$ cat src/rtl/wmf_pkg.sv
// Shared constants and types for the window median filter.
// Used by the controller, the datapath and the top level; depends on nothing.
`timescale 1ns / 1ps

package wmf_pkg;

  localparam int MAX_WINDOW  = 16;
  localparam int SAMPLE_BITS = 16;
  localparam int IDX_W       = $clog2(MAX_WINDOW);
  localparam int LEN_W       = $clog2(MAX_WINDOW + 1);
  localparam int RANK_W      = IDX_W;
  localparam int CFG_W       = 5;
  localparam logic [CFG_W-1:0] WINDOW_LEN_RESET = CFG_W'(5);

  // Operation attached to a window store read; acted on when the data returns.
  typedef enum logic [1:0] {
    OP_NONE,
    OP_KEY,
    OP_CMP
  } rd_op_t;

  typedef struct packed {
    logic                  wr_en;
    logic [IDX_W-1:0]      wr_addr;
    logic [IDX_W-1:0]      rd_addr;
    rd_op_t                rd_op;
    logic                  rd_last;
    logic [RANK_W-1:0]     lo_rank;
    logic [RANK_W-1:0]     hi_rank;
    logic                  out_load;
  } wmf_cmd_t;

  typedef struct packed {
    logic out_free;
  } wmf_status_t;

endpackage

$ cat src/rtl/wmf_ram.sv
// Generic single-write, single-read RAM with registered read data.
// No dependencies.
`timescale 1ns / 1ps

module wmf_ram #(
  parameter int WIDTH = 16,
  parameter int DEPTH = 16
) (
  input  logic                     clk,
  input  logic                     we,
  input  logic [$clog2(DEPTH)-1:0] waddr,
  input  logic [WIDTH-1:0]         wdata,
  input  logic [$clog2(DEPTH)-1:0] raddr,
  output logic [WIDTH-1:0]         rdata
);

  logic [WIDTH-1:0] mem [DEPTH];

  always_ff @(posedge clk) begin
    if (we) begin
      mem[waddr] <= wdata;
    end
    rdata <= mem[raddr];
  end

endmodule

$ cat src/rtl/wmf_ctrl.sv
// Controller: window length register, fill counter and the rank-scan sequencer.
// Depends on wmf_pkg.
`timescale 1ns / 1ps

module wmf_ctrl (
  input  logic                      clk,
  input  logic                      rst,
  input  logic                      cfg_we,
  input  logic [wmf_pkg::CFG_W-1:0] cfg_wdata,
  input  logic                      s_tvalid,
  output logic                      s_tready,
  output wmf_pkg::wmf_cmd_t         cmd,
  input  wmf_pkg::wmf_status_t      status
);
  import wmf_pkg::*;

  typedef enum logic [2:0] {
    COLLECT,
    KEY,
    SCAN,
    DRAIN,
    OUT
  } state_t;

  state_t           state;
  logic [CFG_W-1:0] window_len;
  logic [LEN_W-1:0] fill;
  logic [IDX_W-1:0] key_i;
  logic [IDX_W-1:0] scan_j;

  logic [LEN_W-1:0] n_eff;
  logic [LEN_W-1:0] n_m1;
  logic [IDX_W-1:0] wr_idx;
  logic [LEN_W-1:0] fill_next;
  logic             scan_last;
  logic             key_last;

  always_comb begin
    if (window_len == '0) begin
      n_eff = LEN_W'(1);
    end else if (LEN_W'(window_len) > LEN_W'(MAX_WINDOW)) begin
      n_eff = LEN_W'(MAX_WINDOW);
    end else begin
      n_eff = LEN_W'(window_len);
    end
    n_m1      = n_eff - LEN_W'(1);
    // drop held samples if the length shrank to or below the fill level
    wr_idx    = (fill >= n_eff) ? '0 : fill[IDX_W-1:0];
    fill_next = {1'b0, wr_idx} + LEN_W'(1);
    scan_last = ({1'b0, scan_j} == n_m1);
    key_last  = ({1'b0, key_i} == n_m1);
  end

  always_comb begin
    s_tready      = (state == COLLECT);
    cmd           = '0;
    cmd.rd_op     = OP_NONE;
    cmd.wr_addr   = wr_idx;
    cmd.lo_rank   = RANK_W'(n_m1 >> 1);
    cmd.hi_rank   = RANK_W'(n_eff >> 1);
    case (state)
      COLLECT: begin
        cmd.wr_en = s_tvalid;
      end
      KEY: begin
        cmd.rd_op   = OP_KEY;
        cmd.rd_addr = key_i;
      end
      SCAN: begin
        cmd.rd_op   = OP_CMP;
        cmd.rd_addr = scan_j;
        cmd.rd_last = scan_last;
      end
      OUT: begin
        cmd.out_load = status.out_free;
      end
      default: begin
      end
    endcase
  end

  always_ff @(posedge clk) begin
    if (rst) begin
      state      <= COLLECT;
      window_len <= WINDOW_LEN_RESET;
      fill       <= '0;
      key_i      <= '0;
      scan_j     <= '0;
    end else begin
      if (cfg_we) begin
        window_len <= cfg_wdata;
      end
      case (state)
        COLLECT: begin
          if (s_tvalid) begin
            if (fill_next == n_eff) begin
              fill  <= '0;
              key_i <= '0;
              state <= KEY;
            end else begin
              fill <= fill_next;
            end
          end
        end
        KEY: begin
          scan_j <= '0;
          state  <= SCAN;
        end
        SCAN: begin
          if (scan_last) begin
            if (key_last) begin
              state <= DRAIN;
            end else begin
              key_i <= key_i + IDX_W'(1);
              state <= KEY;
            end
          end else begin
            scan_j <= scan_j + IDX_W'(1);
          end
        end
        DRAIN: begin
          state <= OUT;
        end
        OUT: begin
          if (status.out_free) begin
            state <= COLLECT;
          end
        end
        default: begin
          state <= COLLECT;
        end
      endcase
    end
  end

endmodule

$ cat src/rtl/wmf_dp.sv
// Datapath: window store, rank counter, middle-element capture, averaging
// and the output register. Depends on wmf_pkg and wmf_ram.
`timescale 1ns / 1ps

module wmf_dp (
  input  logic                                 clk,
  input  logic                                 rst,
  input  wmf_pkg::wmf_cmd_t                    cmd,
  output wmf_pkg::wmf_status_t                 status,
  input  logic signed [wmf_pkg::SAMPLE_BITS-1:0] s_tdata,
  output logic                                 m_tvalid,
  input  logic                                 m_tready,
  output logic signed [wmf_pkg::SAMPLE_BITS-1:0] m_tdata
);
  import wmf_pkg::*;

  logic [SAMPLE_BITS-1:0]        rd_raw;
  logic signed [SAMPLE_BITS-1:0] rd_data;
  rd_op_t                        op_d;
  logic [IDX_W-1:0]              addr_d;
  logic                          last_d;

  logic signed [SAMPLE_BITS-1:0] key;
  logic [IDX_W-1:0]              key_idx;
  logic [RANK_W-1:0]             rank;
  logic [RANK_W-1:0]             rank_next;
  logic signed [SAMPLE_BITS-1:0] lo_val;
  logic signed [SAMPLE_BITS-1:0] hi_val;

  logic signed [SAMPLE_BITS:0]   sum;
  logic [SAMPLE_BITS:0]          sum_adj;
  logic                          below;

  wmf_ram #(
    .WIDTH (SAMPLE_BITS),
    .DEPTH (MAX_WINDOW)
  ) u_store (
    .clk   (clk),
    .we    (cmd.wr_en),
    .waddr (cmd.wr_addr),
    .wdata (s_tdata),
    .raddr (cmd.rd_addr),
    .rdata (rd_raw)
  );

  assign rd_data = $signed(rd_raw);

  // Ties break on store position so every entry gets a distinct rank.
  always_comb begin
    below     = (rd_data < key) || ((rd_data == key) && (addr_d < key_idx));
    rank_next = rank + RANK_W'(below);
    sum       = (SAMPLE_BITS + 1)'(lo_val) + (SAMPLE_BITS + 1)'(hi_val);
    // add one before the shift for negative sums: truncate toward zero
    sum_adj   = sum + {{SAMPLE_BITS{1'b0}}, sum[SAMPLE_BITS]};
  end

  assign status.out_free = !m_tvalid || m_tready;

  always_ff @(posedge clk) begin
    if (rst) begin
      op_d     <= OP_NONE;
      m_tvalid <= 1'b0;
    end else begin
      op_d <= cmd.rd_op;
      if (cmd.out_load) begin
        m_tvalid <= 1'b1;
      end else if (m_tready) begin
        m_tvalid <= 1'b0;
      end
    end
  end

  always_ff @(posedge clk) begin
    addr_d <= cmd.rd_addr;
    last_d <= cmd.rd_last;
    case (op_d)
      OP_KEY: begin
        key     <= rd_data;
        key_idx <= addr_d;
        rank    <= '0;
      end
      OP_CMP: begin
        rank <= rank_next;
        if (last_d) begin
          if (rank_next == cmd.lo_rank) begin
            lo_val <= key;
          end
          if (rank_next == cmd.hi_rank) begin
            hi_val <= key;
          end
        end
      end
      default: begin
      end
    endcase
    if (cmd.out_load) begin
      m_tdata <= $signed(sum_adj[SAMPLE_BITS:1]);
    end
  end

endmodule

$ cat src/rtl/window_median_filter.sv
// Top level of the window median filter: controller, datapath and store.
// Depends on wmf_pkg, wmf_ctrl, wmf_dp and wmf_ram.
`timescale 1ns / 1ps

// Collects signed samples into a window of window_len entries (0 acts as 1,
// above 16 acts as 16) and emits one median per completed window: the middle
// sample for odd lengths, the mean of the two middle samples truncated toward
// zero for even lengths. The input takes one sample per cycle while a window
// fills. When the last sample of a window lands, one comparator ranks every
// stored entry against all entries, reading the 16-entry window store one
// entry a cycle; s_tready is low while it ranks. That single comparator and
// the one read port of the store bound the throughput: no new sample is taken
// before the window is ranked. The finished median sits in an output
// register, so the next window starts filling while it waits to be taken;
// ranking stalls only if it is still untaken when the next median is ready.
// Write window_len only while the block is idle; a shorter length that the
// held samples already meet drops them and starts a fresh window with the
// next sample. No clearing pass.

module window_median_filter (
  input  logic                                   clk,
  input  logic                                   rst,
  // configuration: window_len
  input  logic                                   cfg_we,
  input  logic [wmf_pkg::CFG_W-1:0]              cfg_wdata,
  // input stream
  input  logic                                   s_tvalid,
  output logic                                   s_tready,
  input  logic signed [wmf_pkg::SAMPLE_BITS-1:0] s_tdata,  // [15:0] sample
  // output stream
  output logic                                   m_tvalid,
  input  logic                                   m_tready,
  output logic signed [wmf_pkg::SAMPLE_BITS-1:0] m_tdata   // [15:0] median
);
  import wmf_pkg::*;

  wmf_cmd_t    cmd;
  wmf_status_t status;

  // Sequence the fill, the rank scan and the output transfer.
  wmf_ctrl u_ctrl (
    .clk       (clk),
    .rst       (rst),
    .cfg_we    (cfg_we),
    .cfg_wdata (cfg_wdata),
    .s_tvalid  (s_tvalid),
    .s_tready  (s_tready),
    .cmd       (cmd),
    .status    (status)
  );

  // Hold the window, rank entries, average the middle pair, hold the result.
  wmf_dp u_dp (
    .clk      (clk),
    .rst      (rst),
    .cmd      (cmd),
    .status   (status),
    .s_tdata  (s_tdata),
    .m_tvalid (m_tvalid),
    .m_tready (m_tready),
    .m_tdata  (m_tdata)
  );

endmodule

$ cat config.mk
export PLATFORM = sky130hd
export DESIGN_NAME = window_median_filter
export DESIGN_NICKNAME = d
export VERILOG_FILES = /design/src/rtl/wmf_pkg.sv /design/src/rtl/wmf_ram.sv /design/src/rtl/wmf_ctrl.sv /design/src/rtl/wmf_dp.sv /design/src/rtl/window_median_filter.sv
export SDC_FILE = /design/constraint.sdc
export NUM_CORES = 1
export LEC_CHECK = 0
export BUFFER_PORTS_ARGS = -buffer_cell sky130_fd_sc_hd__clkbuf_2
export CAP_MARGIN = 20
export CORE_MARGIN = 5
export CORE_UTILIZATION = 60
export DETAILED_ROUTE_END_ITERATION = 12
export PLACE_DENSITY_LB_ADDON = 0.08
export SLEW_MARGIN = 5
export SYNTH_ARGS = -nofsm -noshare
export SYNTH_HDL_FRONTEND = slang
export SYNTH_SLANG_ARGS = --single-unit
$ cat constraint.sdc
create_clock -name clk -period 6.45 [get_ports clk]
set_clock_uncertainty 0.15 [all_clocks]
set_input_delay 0.645 -clock clk [delete_from_list [all_inputs] [get_ports clk]]
set_output_delay 0.645 -clock clk [all_outputs]
set_load 0.01 [all_outputs]
==> flow_summary_export.csv, run 1 <==
group,metric,value,unit
place,dpl.hpwl,21900,um
synthesis,ys_types,85,
synthesis,synth_top_cells_by_area,"sky130_fd_sc_hd__edfxtp_1 (60%), sky130_fd_sc_hd__nand2_1 (6.6%), sky130_fd_sc_hd__dfxtp_1 (5.4%)",
global_route,groute.layer.met3.usage,3.90,%
min_path,hp-class,"input port to flip-flop",
timing,timing.hold.ws,0.190,ns
clocking,post_cts_resize_count,0,
clocking,clock_tree_from_tritoncts,"yes",
synthesis,synthesized_area_fraction_occupied_by_adder_cells,3.75,%
timing,fin_setup_tns,0,ns
cells_and_area,area_delta_synth_final,9.92,%
setup_path,critPathCaptureType,"flip-flop",
timing,final_min_period_over_clock_period,73.8,%
timing,timing.final.setup_violations,0,
setup_path,critical_path.max_fanout,16,
detailed_routing,detail_route.drc_violations,0,
synthesis,post_synth.cell_area_avg,12.0,um^2
synthesis,largest_family_of_logic_cells_by_synthesized_area,"simple AND/OR/NAND/NOR gates",
clocking,clock-sinks,373,
global_route,pin_count_of_the_biggest_net_entering_global_routing,72,
place,place.gp.congestion,0.863,
synthesis,syn_nets,1448,
clocking,clk_latency,0.53,ns
run,timing.max_cap.violations,0,
detailed_routing,drt_iter0_drc,952,
synthesis,synth.yosys.seq_area_share,65.0,%
cells_and_area,antenna_cells_inserted,0,
setup_path,setup.worst_path.class,"flip-flop to flip-flop",
detailed_routing,final_antenna_net_count,0,
synthesis,netlist.area_leader.share,59.5,%
synthesis,synth_ff_type,"sky130_fd_sc_hd__edfxtp_1",
synthesis,synth_simple_gate_area_share,17.8,%
synthesis,synth_edf_count,328,
synthesis,synthDominantAreaCellType,"sky130_fd_sc_hd__edfxtp_1",
detailed_routing,number_of_optimization_iterations_in_the_first_detailed_route_pass,5,
synthesis,synth-compound-area-share,7.27,%
pwr,power.static_leakage,6.56,nW
setup_path,reg2reg_depth,11,
die,die-height,176,um
die,die-area,31000,um^2
global_route,grt.total_usage,22.8,%
synthesis,synth.cell_area,16500,um^2
global_route,grt_antenna_before_repair,0,
min_path,worst_hold_path.num_cells,3,
clocking,cts.clk_slew.worst_paths,0.06,ns
timing,worst-slew-pin-transition,1.12,ns
die,design.core.area,27000,um^2
setup_path,startpoint_type,"flip-flop",
pwr,power,5.01,mW
timing,timing.final.crit_period,4.76,ns
status,run_status,"complete, no violations",
clocking,clock_path_buffers,3,
synthesis,postSynthRegisterBits,373,
setup_path,cp_data_required_time,6.44,ns
clocking,clk_root_buffer_cell,"sky130_fd_sc_hd__clkbuf_16",
global_route,grt_pass1_wl,56100,um
global_route,remaining_overflow_grt,0,
synthesis,yosys.area_share.xor_xnor,2.56,%
clocking,cts_hold_buffers_added,0,
cells_and_area,post_layout_nonfiller_instances,1766,
synthesis,async_flop_share,0,%
detailed_routing,routed_via_density,5.99,
global_route,globalRoute.busiestLayer,"met2",
detailed_routing,routed_wirelength_normalized_by_instance_count,19.8,um
detailed_routing,wirelength,34900,um
clocking,h-tree-depth,2,
synthesis,yosys_warnings,0,
cells_and_area,num-nets-final,1474,
detailed_routing,via_count,10600,
cells_and_area,final_layout_size_suffix_gt1_share,11.9,%
timing,final-max-slew-violation-count,0,
pwr,power_density,275,nW/um^2
timing,maxSlewHeadroom,25.3,%
synthesis,synthCells,1373,
timing,grt_setup_unrepaired,"false",
place,io_buffer_count,43,
clocking,cts_made_buffers,39,
clocking,number_of_setup_buffers_added_after_cts,0,
synthesis,synth_mux_area_share,0.507,%
setup_path,critical_path.reg2reg.startpoint,"u_ctrl.window_len[4]$_SDFFE_PP0P_",
die,floorplan.die.width,176,um
die,floorplan.initialDensity,61.2,%
setup_path,worstReg2RegEnd,"u_dp.u_store.mem[11][3]$_DFFE_PP_",
pwr,vdd_ir_drop_max,0.227,mV
die,io_pins,44,
setup_path,critPathArrivalTime,4.75,ns
timing,finalHoldViolCount,0,
global_route,grt_pass1_vias,10600,
timing,fmax,0.210,GHz
die,core.rowCount,60,
global_route,met2_usage,39.5,%
min_path,hold_path_end,"u_ctrl.window_len[0]$_SDFFE_PP1P_",
global_route,grt_use_met1,29.8,%
min_path,hold_path.startpoint,"cfg_wdata[0]",
setup_path,r2r_setup_slack,1.69,ns
place,place.detailed.instances,1699,
kinds of logic after synthesis:
family                     after synthesis
AOI/OAI and AO/OA                      158
DFF                                    373
and+or+nand+nor                        626
xor gates and xnor gates                46
muxes                                    8
buffers and inverters                  113
adders and majority gates               49
how the worst max path moves through the flow:
stage | from | end | slack (ns) | depth (start not counted)
global route | u_ctrl.window_len[4]$_SDFFE_PP0P_ | u_dp.u_store.mem[10][0]$_DFFE_PP_ | 1.36 | 11
CTS | u_ctrl.window_len[4]$_SDFFE_PP0P_ | u_dp.u_store.mem[11][3]$_DFFE_PP_ | 1.70 | 11
floorplan | u_dp.key[1]$_DFFE_PN_ | u_dp.hi_val[0]$_DFFE_PP_ | 1.74 | 15
global placement | u_ctrl.window_len[4]$_SDFFE_PP0P_ | u_dp.u_store.mem[11][2]$_DFFE_PP_ | 1.83 | 11
finish | u_ctrl.window_len[4]$_SDFFE_PP0P_ | u_dp.u_store.mem[11][3]$_DFFE_PP_ | 1.69 | 11
detailed placement | u_ctrl.window_len[4]$_SDFFE_PP0P_ | u_dp.u_store.mem[11][3]$_DFFE_PP_ | 1.73 | 11
per-stage QoR:
| step | utilization, % | setup slack [ns] | cell area (um^2) |
|---|---|---|---|
| after floorplan | - | 1.74 | 16500 |
| after global placement | 62.9 | 1.83 | 17000 |
| after detailed placement | 62.9 | 1.73 | 17000 |
| after CTS | 67.3 | 1.70 | 18200 |
| after global routing | 67.3 | 1.36 | 18200 |
| final | 67.3 | 1.69 | 18200 |
power breakdown:
| part | internal, mW | switching, mW | total [mW] | leakage [nW] |
|---|---|---|---|---|
| Sequential | 2.67 | 0.0344 | 2.71 | 3.33 |
| Combinational | 0.0845 | 0.156 | 0.241 | 2.66 |
| Clock | 1.19 | 0.872 | 2.06 | 0.567 |
per-layer routing:
metal | up-vias | routed length, um
met5 | - | 0
met4 | 0 | 823
met3 | 61 | 2370
met2 | 337 | 17300
met1 | 5126 | 14400
li1 | 5061 | -
cells in the mapped netlist (10+ instances only):
master	instances
sky130_fd_sc_hd__nor3_1	17
sky130_fd_sc_hd__inv_1	36
sky130_fd_sc_hd__dfxtp_1	45
sky130_fd_sc_hd__xnor2_1	26
sky130_fd_sc_hd__xor2_1	18
sky130_fd_sc_hd__o21ai_0	14
sky130_fd_sc_hd__edfxtp_1	328
sky130_fd_sc_hd__and3_1	21
sky130_fd_sc_hd__a311oi_1	34
sky130_fd_sc_hd__nand2_1	293
sky130_fd_sc_hd__nand4_1	11
sky130_fd_sc_hd__nor2_1	62
sky130_fd_sc_hd__buf_2	37
sky130_fd_sc_hd__and2_1	10
sky130_fd_sc_hd__a31oi_1	18
sky130_fd_sc_hd__a21oi_1	26
sky130_fd_sc_hd__clkbuf_1	24
sky130_fd_sc_hd__nand3_1	150
sky130_fd_sc_hd__nand2b_1	10
sky130_fd_sc_hd__a21o_1	10
sky130_fd_sc_hd__ha_1	48
layout make-up:
| cell class | count | area, um^2 |
|---|---|---|
| multi-input combinational | 887 | 5350 |
| sequential | 373 | 10800 |
| clock buffer | 50 | 1050 |
| clock inverter | 17 | 131 |
| timing repair buffer | 59 | 335 |
| fill | 1960 | 8840 |
| inverter | 39 | 148 |
| tap | 341 | 427 |
placed cells by master, fill, tap and decap left out, drive strengths merged, types with 6 or more instances in the layout:
| cell type | Yosys | routed |
|---|---|---|
| edfxtp | 328 | 328 |
| nand2 | 294 | 294 |
| nand3 | 150 | 150 |
| clkbuf | 24 | 93 |
| nor2 | 65 | 65 |
| ha | 48 | 48 |
| dfxtp | 45 | 45 |
| inv | 38 | 37 |
| a311oi | 34 | 34 |
| a21oi | 31 | 31 |
| xnor2 | 26 | 26 |
| and3 | 21 | 21 |
| nor3 | 20 | 20 |
| xor2 | 19 | 19 |
| o21ai | 19 | 19 |
| a31oi | 18 | 18 |
| buf | 50 | 16 |
| clkinv | 1 | 15 |
| and2 | 13 | 13 |
| nand4 | 11 | 11 |
| a21o | 10 | 10 |
| nand2b | 10 | 10 |
| nor2b | 8 | 8 |
| nand3b | 8 | 8 |
| a2111oi | 7 | 7 |
| nor3b | 6 | 6 |
flip-flops by register name (all words and copies together) (netlist names), 5 cells and up:
signal / cells
u_dp.u_store.mem: 256
u_ctrl.window_len: 5
u_dp.hi_val: 16
u_dp.m_tdata: 16
u_dp.u_store.rdata: 16
u_dp.lo_val: 16
u_ctrl.fill: 5
u_dp.key: 16
worst max-delay path: stages (launching register included):
cell and delay (ns):
sky130_fd_sc_hd__dfxtp_1 0.71, sky130_fd_sc_hd__inv_1 0.21, sky130_fd_sc_hd__a21oi_2 0.32, sky130_fd_sc_hd__inv_1 0.08, sky130_fd_sc_hd__ha_1 0.27, sky130_fd_sc_hd__nand2b_1 0.15, sky130_fd_sc_hd__a211oi_1 0.23, sky130_fd_sc_hd__o21bai_1 0.12
sky130_fd_sc_hd__a21oi_1 0.80, sky130_fd_sc_hd__nand3_1 0.23, sky130_fd_sc_hd__or2_2 0.39, sky130_fd_sc_hd__nor2_2 0.73
Note: power is estimated with default switching activity, not from simulation.
==> inputs of run 2 (changes only) <==
--- a/config.mk
+++ b/config.mk
@@ -8,7 +8,7 @@
 export BUFFER_PORTS_ARGS = -buffer_cell sky130_fd_sc_hd__clkbuf_2
 export CAP_MARGIN = 20
 export CORE_MARGIN = 5
-export CORE_UTILIZATION = 60
+export CORE_UTILIZATION = 56
 export DETAILED_ROUTE_END_ITERATION = 12
 export PLACE_DENSITY_LB_ADDON = 0.08
 export SLEW_MARGIN = 5
==> constraint.sdc (replaced) <==
create_clock -name clk -period 3.8 [get_ports clk]
set_clock_uncertainty 0.15 [all_clocks]
set_input_delay 0.38 -clock clk [delete_from_list [all_inputs] [get_ports clk]]
set_output_delay 0.38 -clock clk [all_outputs]
set_load 0.01 [all_outputs]
==> run 2 against run 1 <==
Net effect:
- sequential power up 69%
- die area grew 6.7%
- highest routed layer unchanged
- via count down 0.13%
- non-clock buffer count rose by 31
- core utilization decreased by 3.8 points
- register-to-register slack worse by 1.5 ns
- wire length rose by 3.1%
- final area rose by 2.7%
- largest power group unchanged
==> flow_summary_export.csv, run 2 (synthesis gave the netlist of run 1 again) <==
group,metric,value,unit
status,run_status,"complete, no violations",
setup_path,critical_path.reg2reg.startpoint,"u_dp.key[1]$_DFFE_PN_",
die,floorplan.die.width,182,um
min_path,hp-class,"input port to flip-flop",
global_route,grt.total_usage,21.6,%
cells_and_area,multi_input_area,5360,um^2
setup_path,slowest_delay,0.35,ns
place,post-place-ws,0.0919,ns
setup_path,timing.critical_path.cells,"inv_1, ha_1, nor2b_1, o21a_1, o21a_1, o21a_1, o21a_1, o21ai_0, a21oi_1, o21ai_1, ha_1, ha_1, xor2_1, xnor2_1, nor4_4, buf_12",
cells_and_area,finish.utilization,63.5,%
die,core.rowCount,63,
detailed_routing,via_count,10600,
clocking,number_of_setup_buffers_added_after_cts,0,
pwr,power.static_leakage,6.78,nW
die,design.core.area,29400,um^2
clocking,clock-sinks,373,
cells_and_area,design_area,18700,um^2
min_path,hold_path.startpoint,"m_tready",
detailed_routing,number_of_optimization_iterations_in_the_first_detailed_route_pass,7,
clocking,clock_path_buffers,3,
cells_and_area,mostFrequentLayoutCells,"sky130_fd_sc_hd__edfxtp_1 (328), sky130_fd_sc_hd__nand2_1 (293), sky130_fd_sc_hd__nand3_1 (150)",
setup_path,startpoint_type,"flip-flop",
global_route,pin_count_of_the_biggest_net_entering_global_routing,108,
cells_and_area,register_area,10800,um^2
place,place.gp.congestion,0.798,
die,floorplan.initialDensity,56.3,%
timing,fmax,0.274,GHz
cells_and_area,registers.top_by_ff_count,"u_dp.u_store.mem",
die,die-area,33100,um^2
cells_and_area,num-nets-final,1506,
detailed_routing,routed_via_density,5.71,
clocking,cts_made_buffers,40,
setup_path,critPathCaptureType,"flip-flop",
place,dpl.hpwl,21200,um
place,place.detailed.instances,1774,
pwr,vdd_ir_drop_max,0.402,mV
cells_and_area,final_common_cell,"sky130_fd_sc_hd__edfxtp_1",
detailed_routing,final_antenna_net_count,0,
setup_path,critPathArrivalTime,3.73,ns
clocking,clk_latency,0.53,ns
timing,finalHoldViolCount,0,
setup_path,r2r_setup_slack,0.15,ns
timing,timing.final.setup_violations,0,
global_route,grt_antenna_before_repair,1,
timing,timing.final.crit_period,3.65,ns
clocking,h-tree-depth,2,
clocking,cts.clk_slew.worst_paths,0.06,ns
setup_path,cpMaxStageDelayCell,"sky130_fd_sc_hd__edfxtp_1",
timing,worst-slew-pin-transition,0.986,ns
pwr,power,8.68,mW
timing,post-route-worst-setup-slack,0.150,ns
setup_path,reg2reg_depth,16,
detailed_routing,drt_iter0_drc,754,
setup_path,critPathTopFamily,"compound AO/OA/AOI/OAI gates",
setup_path,cp_data_required_time,3.88,ns
setup_path,critPathBufInv,2,
setup_path,worstReg2RegEnd,"u_dp.hi_val[10]$_DFFE_PP_",
clocking,clock_tree_from_tritoncts,"yes",
timing,timing.hold.ws,0.0120,ns
pwr,power_density,465,nW/um^2
die,die-height,182,um
setup_path,critPathMostFrequentCell,"sky130_fd_sc_hd__o21a_1",
timing,fin_setup_tns,0,ns
place,io_buffer_count,43,
cells_and_area,largest_reg_flops,256,
detailed_routing,routed_wirelength_normalized_by_instance_count,19.4,um
global_route,grt_pass1_wl,56500,um
min_path,worst_hold_path.num_cells,4,
timing,maxSlewHeadroom,34.2,%
timing,grt_setup_unrepaired,"false",
timing,final_min_period_over_clock_period,96.1,%
clocking,clk_root_buffer_cell,"sky130_fd_sc_hd__clkbuf_16",
run,timing.max_cap.violations,0,
timing,final-max-slew-violation-count,0,
setup_path,setup.worst_path.class,"flip-flop to flip-flop",
cells_and_area,post_layout_nonfiller_instances,1850,
cells_and_area,area_delta_synth_final,12.9,%
place,detailed_place.area,17400,um^2
die,io_pins,44,
detailed_routing,detail_route.drc_violations,0,
global_route,grt_pass1_vias,10300,
setup_path,critical_path.max_fanout,16,
min_path,hold_path_end,"u_ctrl.state[2]$_SDFFE_PP0P_",
cells_and_area,fill_cells,2271,
detailed_routing,wirelength,36000,um
global_route,remaining_overflow_grt,0,
cells_and_area,final_layout_size_suffix_gt1_share,13.6,%
-- run 2: cell types whose count changed in the layout (fill, tap and decap cells not counted), moves of 3 or more --
cell                            previous run  this run
sky130_fd_sc_hd__buf_4                    16        33
sky130_fd_sc_hd__clkbuf_8                  3         0
sky130_fd_sc_hd__buf_12                    0         9
sky130_fd_sc_hd__dlygate4sd3_1             0         5
-- run 2: worst max path at each step --
| stage | to | depth (start not counted) | from | slack (ns) |
|---|---|---|---|---|
| after floorplan | u_dp.u_store.mem[12][0]$_DFFE_PP_ | 11 | u_ctrl.window_len[4]$_SDFFE_PP0P_ | 0.06 |
| after global placement | u_dp.hi_val[1]$_DFFE_PP_ | 16 | u_dp.key[1]$_DFFE_PN_ | 0.15 |
| after detailed placement | u_dp.hi_val[1]$_DFFE_PP_ | 16 | u_dp.key[1]$_DFFE_PN_ | 0.09 |
| after CTS | u_dp.hi_val[10]$_DFFE_PP_ | 16 | u_dp.key[1]$_DFFE_PN_ | 0.05 |
| after global routing | u_dp.hi_val[10]$_DFFE_PP_ | 16 | u_dp.key[1]$_DFFE_PN_ | 0.03 |
| final | u_dp.hi_val[10]$_DFFE_PP_ | 16 | u_dp.key[1]$_DFFE_PN_ | 0.15 |
-- run 2: area by class of cell --
| cell class | instances | area share [%] |
|---|---|---|
| diodes | 1 | 0.0134 |
| clock buffers | 50 | 5.56 |
| clock inverters | 20 | 1.02 |
| inverters | 39 | 0.791 |
| multi-input cells | 887 | 28.7 |
| flip-flops and latches | 373 | 57.6 |
| well taps | 390 | 2.61 |
| repair buffers | 90 | 3.71 |
-- run 2: power breakdown --
group | switching [mW] | leakage [nW] | internal (mW)
logic | 0.282 | 2.85 | 0.163
clock network | 1.52 | 0.594 | 2.15
registers | 0.0364 | 3.33 | 4.54
total | 1.83 | 6.78 | 6.85
-- run 2: routing by layer --
metal / GRT usage, % / vias up / wire length [um]
li1: - / 5121 / -
met2: 37.9 / 255 / 18200
met1: 28.0 / 5121 / 15000
met3: 3.21 / 74 / 1810
met5: 0 / - / 0
met4: 6.33 / 0 / 907
-- run 2: what timing repair did --
action                                  4_1_cts  5_1_grt
hold buffers                                  5        0
gates resized for setup                       0        3
endpoints found under the setup margin        0       33
hold endpoints to repair                      5        0
-- run 2: worst reg2reg max path, stage by stage (launching register included) --
cell,delay [ns]
sky130_fd_sc_hd__edfxtp_1,0.35
sky130_fd_sc_hd__inv_1,0.05
sky130_fd_sc_hd__ha_1,0.30
sky130_fd_sc_hd__nor2b_1,0.13
sky130_fd_sc_hd__o21a_1,0.16
sky130_fd_sc_hd__o21a_1,0.16
sky130_fd_sc_hd__o21a_1,0.16
sky130_fd_sc_hd__o21a_1,0.17
sky130_fd_sc_hd__o21ai_0,0.16
sky130_fd_sc_hd__a21oi_1,0.11
sky130_fd_sc_hd__o21ai_1,0.19
sky130_fd_sc_hd__ha_1,0.20
sky130_fd_sc_hd__ha_1,0.16
sky130_fd_sc_hd__xor2_1,0.23
sky130_fd_sc_hd__xnor2_1,0.15
sky130_fd_sc_hd__nor4_4,0.34
sky130_fd_sc_hd__buf_12,0.20
